### src/ghash_pkg.sv
// ghash_pkg: types, codes and constants shared by the GHASH accumulator.
// No dependencies; imported by every other file in src.
`timescale 1ns / 1ps

package ghash_pkg;

   localparam int BLOCK_W     = 128;
   localparam int BLOCK_BYTES = 16;
   localparam int HALF_W      = 64;
   localparam int BYTES_W     = 5;
   localparam int COUNT_W     = 61;
   localparam int CSR_IDX_W   = 1;
   localparam int CSR_DATA_W  = 64;

   // Low taps of x^128 + x^7 + x^2 + x + 1 in plain bit order (0xE1 reflected).
   localparam logic [7:0] GCM_POLY_LO = 8'h87;

   typedef enum logic [1:0] {
      FUNC_CLEAR = 2'd0,
      FUNC_AAD   = 2'd1,
      FUNC_TEXT  = 2'd2,
      FUNC_FINAL = 2'd3
   } func_type;

   typedef enum logic [CSR_IDX_W-1:0] {
      CSR_KEY_HI = 1'b0,
      CSR_KEY_LO = 1'b1
   } csr_idx_type;

   typedef struct packed {
      func_type            func;
      logic [HALF_W-1:0]   data_hi;
      logic [HALF_W-1:0]   data_lo;
      logic [BYTES_W-1:0]  data_bytes;
   } req_type;

   typedef struct packed {
      logic [HALF_W-1:0]   hash_hi;
      logic [HALF_W-1:0]   hash_lo;
      logic                is_final;
   } rsp_type;

   // Beat held in the input register: padded block and saturated byte count.
   typedef struct packed {
      func_type            func;
      logic [BLOCK_W-1:0]  block;
      logic [BYTES_W-1:0]  nbytes;
   } stage_type;

endpackage

### src/ghash_ingress.sv
// ghash_ingress: input register of the GHASH accumulator; zero-pads short blocks.
// Depends on ghash_pkg.
`timescale 1ns / 1ps

module ghash_ingress import ghash_pkg::*; (
   input  logic      clock,
   input  logic      reset,
   input  logic      req_valid,
   output logic      req_ready,
   input  req_type   req,
   input  logic      advance,
   output logic      stage_valid,
   output stage_type stage
);

   logic      valid_ff, valid_in;
   stage_type stage_ff, stage_in;
   logic [BYTES_W-1:0] nsat;
   logic [BLOCK_W-1:0] raw;

   assign req_ready = !valid_ff || advance;

   always_comb begin
      nsat = (req.data_bytes > BYTES_W'(BLOCK_BYTES)) ? BYTES_W'(BLOCK_BYTES)
                                                      : req.data_bytes;
      raw  = {req.data_hi, req.data_lo};
      stage_in.func   = req.func;
      stage_in.nbytes = nsat;
      for (int j = 0; j < BLOCK_BYTES; j++) begin
         stage_in.block[BLOCK_W-1-8*j -: 8] =
            raw[BLOCK_W-1-8*j -: 8] & {8{BYTES_W'(j) < nsat}};
      end
   end

   always_comb begin
      valid_in = valid_ff;
      if (req_valid && req_ready) begin
         valid_in = 1'b1;
      end else if (advance) begin
         valid_in = 1'b0;
      end
   end

   always_ff @(posedge clock) begin
      if (reset) begin
         valid_ff <= 1'b0;
      end else begin
         valid_ff <= valid_in;
      end
   end

   always_ff @(posedge clock) begin
      if (req_valid && req_ready) begin
         stage_ff <= stage_in;
      end
   end

   assign stage_valid = valid_ff;
   assign stage       = stage_ff;

endmodule

### config.mk
export PLATFORM = sky130hd
export DESIGN_NAME = ghash_ingress
export DESIGN_NICKNAME = d
export VERILOG_FILES = /design/src/ghash_pkg.sv /design/src/ghash_ingress.sv
export SDC_FILE = /design/constraint.sdc
export NUM_CORES = 1
export LEC_CHECK = 0
export BUFFER_PORTS_ARGS = -buffer_cell sky130_fd_sc_hd__clkbuf_2
export CAP_MARGIN = 20
export CELL_PAD_IN_SITES_DETAIL_PLACEMENT = 0
export CELL_PAD_IN_SITES_GLOBAL_PLACEMENT = 1
export CORE_MARGIN = 5
export CORE_UTILIZATION = 31
export DETAILED_ROUTE_END_ITERATION = 8
export MAX_ROUTING_LAYER = met4
export PLACE_DENSITY_LB_ADDON = 0.1
export SETUP_SLACK_MARGIN = 0.3
export SLEW_MARGIN = 10
export SYNTH_ARGS = -nofsm -noshare
export SYNTH_HDL_FRONTEND = slang
export SYNTH_SLANG_ARGS = --single-unit
### constraint.sdc
create_clock -name clock -period 4.6 [get_ports clock]
set_input_delay 0.69 -clock clock [delete_from_list [all_inputs] [get_ports clock]]
set_output_delay 0.69 -clock clock [all_outputs]
set_load 0.005 [all_outputs]
# --- Yosys cells after proc, flatten, opt, wreduce, memory -nomap -nowiden ---
# Cells that the tools add are included.
classes:
  n_lt_le_gt_ge: 17
  n_bitwise: 16
  n_mux: 3
  n_reduce_logical: 4
ops:
  columns: ["op", "n"]
  rows:
  - ["8-bit bitwise AND", 16]
  - ["4-bit by 5-bit less-than comparator with 1-bit output (first input constant)", 8]
  - ["3-bit by 5-bit less-than comparator with 1-bit output (first input constant)", 4]
  - ["1-bit by 5-bit less-than comparator with 1-bit output (first input constant)", 2]
  - ["2-bit by 5-bit less-than comparator with 1-bit output (first input constant)", 2]
  - ["5-bit > comparator (second input constant)", 1]
  - ["5-bit two-way mux", 1]
  - ["1-bit two-way mux", 2]
  - ["2-bit nonzero test", 1]
  - ["1-bit logical AND", 1]
  - ["1-bit zero test", 1]
  - ["1-bit logical OR", 1]
totals:
  output_inout_bits: 137
  elab_cells: 44
  inputBits: 139
  ff_bits: 136

# --- Depth between registers and ports, before layout ---
# Gate-level depths: netlist of run 1.
depth:
  word_depth: 4
  depth_mapped: 4
  mapped_depth_nobuf: 2

# --- Least setup slack after synthesis of run 1 ---
# OpenSTA, ideal clock, no wires.
synth_timing:
  kind: "input port to flip-flop"
  start: "input advance"
  end: "register stage_ff (netlist bit stage[0]) (enable)"
  n_path_buf: 0
  setup_ns: 0.511
  t_required_ns: 4.089
  arrival_time_ns: 3.957
  path_stages: 2
  slack_ns: 0.132
  path_cell_list: "nand2b_1 > and2_1"
synth_via:
  elab_chain_len: 2
synth_rtl:
  columns: ["element", "line", "rtl"]
  rows:
  - ["from (decl)", "ghash_ingress.sv:11", "input logic advance,"]
  - ["1-bit logical OR", "ghash_ingress.sv:21", "assign req_ready = !valid_ff || advance;"]
  - ["1-bit logical AND", "ghash_ingress.sv:53", "if (req_valid && req_ready) begin"]
  - ["to (signal assigned)", "ghash_ingress.sv:54", "stage_ff <= stage_in;"]
  - ["to (decl)", "ghash_ingress.sv:17", "stage_type stage_ff, stage_in;"]
# Every way passes these cells.
# A chain may end at the register's enable or synchronous reset.

# --- Worst setup path after layout of run 1 ---
layout_timing:
  start: "input advance"
  end: "register stage_ff (netlist bit stage[123]) (enable)"
# Same word-level chain as after synthesis.

==> results of run 1 <==
[sequential cells by signal, indices dropped and copies added (netlist names)]
register / flops
stage_valid: 1
stage: 135
[critical path: stages]
cell	delay (ns)
clkbuf_2	0.07
nand2b_1	0.13
and2_4	0.77
buf_12	0.40
[placed cells by master (no fill, tap or decap), drive strengths merged, types with 3 or more instances in the layout]
cell / instances
a21boi: 32
and2: 17
and3: 16
clkbuf: 295
clkinv: 7
edfxtp: 135
inv: 3
nor2b: 67
[path summary, 6_finish.rpt]
path / from / end / slack [ns] / cells after the start
worst max-delay path: advance / stage[123] / 2.49 / 4
worst min-delay path: reset / stage_valid / 0.42 / 2
worst max register to register: stage_valid / stage[123] / 2.56 / 3
worst min register to register: stage_valid / stage_valid / 0.53 / 2
[stage by stage]
step,cell area [um^2],utilization
after global routing,7335,0.4454
final,7335,0.4454
after global placement,6790,0.4124
after detailed placement,6790,0.4124
after CTS,7335,0.4454
after floorplan,5164,-
[per-layer routing]
layer  vias to the layer above  global-route usage  part of all wire
met4                         0             0.04995             0.022
met1                      1669              0.1713              0.41
li1                       1683                   -                 -
met5                         -                   -                 0
met3                        20             0.05724             0.080
met2                       193              0.2322              0.49
[report_power, final]
| part | internal (mW) | total [mW] | switching (mW) |
|---|---|---|---|
| registers | 1.47 | 1.49 | 0.0218 |
| logic | 0.129 | 0.270 | 0.141 |
| clock network | 0.784 | 1.26 | 0.479 |
[area by class of cell]
cell class	count	share of cell area
Sequential cell	136	0.5554
Timing Repair Buffer	276	0.1904
Multi-Input combinational cell	150	0.1409
Clock buffer	20	0.05954
Tap cell	220	0.03753
Clock inverter	11	0.01467
Inverter	3	0.001535
[kinds of logic (layout without fill, tap and decap cells)]
group | Yosys count | in the layout | share of synthesized area
DFF | 136 | 136 | 0.7891
and+or+nand+nor | 107 | 107 | 0.1326
AOI/OAI and AO/OA | 43 | 43 | 0.06714
buffers and inverters | 14 | 310 | 0.01115
==> out/metrics.cfg, run 1 <==
[die]
start_util=0.3135
die_area_um2=19330
fp.dieH_um=139.0
die_x_um=139.0
coreArea_um2=16470
boundaryPins=276
num_rows=47

[placed_design]
dpl.hpwl_mm=10.50
gp_congestion=0.7818
place_ws_ns=2.067
port-buffer-count=275
placedCellCount=785

[final_layout]
nNetsFinal=723
multi_input_area_um2=1033
synthToLayoutAreaGrowth_pct=42.07
n_antenna_cell=0
layout-drive-gt1-share=0.5185
final_cell_count_no_fill=816
final-seq-area_um2=4074
nFillCells=1593

[sta]
skew_ns=0.009841
slew_violations=0
relSlewSlack=0.3586
post-route-period-util=0.4584
setup_tns_ns=0
maxClockFrequency_ghz=0.4742
finalCriticalPeriod_ns=2.109
rsz0062_at_grt=no
finalSetupViolCount=0
timing_hold_violations_final=0
timing.final.ws_setup_ns=2.491
tightestPinTransition_ns=0.9621
holdWs_ns=0.4229

[grt]
grt_max_degree=71
grt_pass1_vias=3774
antenna_found_initial=0
track_usage=0.1465
grt.overflow.total=0
grt_pass1_wl_mm=20.87

[clocking]
cts_inserted_buffers=17
cts_resized=0
hold_buffers=0
cts_tree=built
cts_max_level=4
path_clk_slew_ns=0.06
post_cts_buffers=0
ctsRootBufferMaster=clkbuf_16
clock-sinks=136
clk_latency_ns=0.41
cts_buffer_depth=2

[worst_setup_path]
path_max_fanout=70
arrival_ns=2.18
crit_type=input pin to flop
cp-end-kind=flop
startpoint_type=input pin
cp.required_ns=4.67

[power_and_ir_drop]
p_per_area_nw_per_um2=412.0
total_power_mw=3.022
vdd_drop_max_mv=0.2254
p_leak_nw=3.177

[synth]
async_reset_ff_frac=0
synthCells=300
yosys.cell_count.top_type=edfxtp_1
synth-edff-count=135
syn_nets=439
yosys-top-cells-area=edfxtp_1, nor2b_1, a21boi_0, and2_1, and3_1
ys_warn_count=0
netlist.area_leader.share=0.7853
synth_top_area_cell=edfxtp_1
yosysUniqueCellTypes=24
ys_seq_elements=136
avgSynthCellArea_um2=17.21
netlist_area_um2=5162
synth.top_cells.by_count=edfxtp_1, nor2b_1, a21boi_0, and2_1, and3_1
ys.flop_type=edfxtp_1
ys_seq_area_frac=0.7891

[drt]
wl_per_cell_um=17.17
vias=3565
totalWireLength_mm=14.01
drt_iter0_drc=156
dr.pass1.iters=4
drtAntennaViolNets=0
vias_per_cell=4.369
drcViolationCount=0

[job]
drv_cap=0

[outcome]
status=finished, final reports clean

[min_path]
hold_path.class=input pin to flop

No activity file was read; power rests on OpenSTA's default activity.
==> run 2: changes to the inputs <==
--- a/config.mk
+++ b/config.mk
@@ -10,7 +10,7 @@
 export CELL_PAD_IN_SITES_DETAIL_PLACEMENT = 0
 export CELL_PAD_IN_SITES_GLOBAL_PLACEMENT = 1
 export CORE_MARGIN = 5
-export CORE_UTILIZATION = 31
+export CORE_UTILIZATION = 35
 export DETAILED_ROUTE_END_ITERATION = 8
 export MAX_ROUTING_LAYER = met4
 export PLACE_DENSITY_LB_ADDON = 0.1
==> constraint.sdc (replaced) <==
create_clock -name clock -period 2.15 [get_ports clock]
set_input_delay 0.3225 -clock clock [delete_from_list [all_inputs] [get_ports clock]]
set_output_delay 0.3225 -clock clock [all_outputs]
set_load 0.005 [all_outputs]
==> run 2 against run 1 <==
Effect of this change:
- register-to-register slack worse by 1.8 ns
- routed wire length down 3.1%
- combinational power rose by 120%
- hold slack worse by 0.35 ns
- clock power is 130% higher
- sequential cell count is the same
- via count rose by 0.36%
==> out/metrics.cfg, run 2 (synthesized netlist as in run 1, its figures left out) <==
[worst_setup_path]
path_max_fanout=86
cp-end-kind=flop
startpoint_type=flop
arrival_ns=1.42
crit_type=flop to flop
cp.required_ns=2.19

[final_layout]
n_antenna_cell=0
nNetsFinal=732
final_cell_mix=clkbuf_2, edfxtp_1, nor2b_1
synthToLayoutAreaGrowth_pct=43.70
fin_area_um2=7418
largest_register_ff_count=135
final_common_cell=clkbuf_2
layout-drive-gt1-share=0.5281

[sta]
rsz0062_at_grt=no
tightestPinTransition_ns=0.5978
skew_ns=0.004662
timing_hold_violations_final=0
maxClockFrequency_ghz=0.7232
relSlewSlack=0.6015
post-route-period-util=0.6431
finalSetupViolCount=0
finalCriticalPeriod_ns=1.383
slew_violations=0
setup_tns_ns=0

[drt]
totalWireLength_mm=13.57
vias_per_cell=4.529
drt_iter0_drc=191
wl_per_cell_um=17.18
drtAntennaViolNets=0
drcViolationCount=0
dr.pass1.iters=4
vias=3578

[placed_design]
dpl.hpwl_mm=10.33
dpl-instance-area_um2=6833
gp_congestion=0.7613
port-buffer-count=275

[outcome]
status=finished, final reports clean

[die]
die_x_um=131.5
fp.dieH_um=131.5
die_area_um2=17280
coreArea_um2=14480
start_util=0.3566
num_rows=44
boundaryPins=276

[grt]
grt_max_degree=87
grt_pass1_wl_mm=20.42
track_usage=0.1580
antenna_found_initial=0
grt.overflow.total=0
grt_pass1_vias=3688

[clocking]
clock-sinks=136
post_cts_buffers=0
hold_buffers=0
cts_buffer_depth=2
clk_latency_ns=0.41
cts_tree=built
cts_resized=0
cts_max_level=4
cts_inserted_buffers=17
ctsRootBufferMaster=clkbuf_16
path_clk_slew_ns=0.06

[power_and_ir_drop]
power.switching_mw=1.405
p_sw_frac=0.2115
p_per_area_nw_per_um2=895.5
p_leak_nw=3.247
p_seq_frac=0.479
clkPwrFrac=0.432
vdd_drop_max_mv=0.4667
p_comb_frac=0.089
internal-power_mw=5.238

[min_path]
hold_path.class=input pin to flop

[job]
drv_cap=0

## run 2: changes by cell type in the layout (fill, tap and decap cells not counted), sizes merged
cell	change
clkinv	+1
bufinv	+1
inv	+1
buf	+9
clkbuf	-2
## run 2: stage by stage
| stage | setup slack (ns) | power [mW] | utilization | hold slack, ns | instances |
|---|---|---|---|---|---|
| final | 0.7673 | 6.643 | 0.5124 | 0.06976 | 790 |
| after global routing | 0.7003 | 6.910 | 0.5124 | 0.05857 | 790 |
| after CTS | 0.7698 | 6.730 | 0.5124 | 0.05125 | 790 |
| after detailed placement | 0.3926 | 3.847 | 0.4719 | 0.4879 | 758 |
| after global placement | 0.4387 | 3.832 | 0.4719 | 0.4778 | 758 |
| after floorplan | 0.3063 | 3.456 | - | 0.3916 | 300 |
## run 2: final timing paths
check                   start           to  slack [ns]  depth (start not counted)
hold reg to reg   stage_valid  stage_valid        0.52                          2
setup reg to reg  stage_valid    stage[11]        0.77                          3
hold / removal          reset  stage_valid        0.07                          2
setup / recovery  stage_valid    stage[11]        0.77                          3
## run 2: power groups by stage
stage,combinational [mW],sequential [mW],clock (mW)
finish,0.591,3.18,2.87
CTS,0.608,3.19,2.93
global placement,0.597,3.24,0
detailed placement,0.606,3.24,0
global route,0.651,3.20,3.06
floorplan,0.192,3.26,0
## run 2: worst max-delay path: stages (launching register included)
cell and delay (ns):
dfxtp_1 0.33, nand2b_4 0.08, and2_4 0.17, buf_12 0.34
## run 2: cell type report
type | count | area, um^2
clock buffer | 18 | 429.2
clock inverter | 14 | 156.4
fill | 1290 | 7061
inverter | 3 | 11.26
multi-input combinational | 150 | 1041
sequential | 136 | 4074
tap | 184 | 230.2
timing repair buffer | 285 | 1476
## run 2: routing by layer
metal | share of wire | global-route usage | up-vias | wire length (um)
met3 | 0.086 | 0.06919 | 16 | 1174
met1 | 0.40 | 0.1789 | 1694 | 5365
met2 | 0.50 | 0.2503 | 170 | 6788
li1 | - | - | 1698 | -
met5 | 0 | - | - | 0
met4 | 0.018 | 0.05600 | 0 | 244
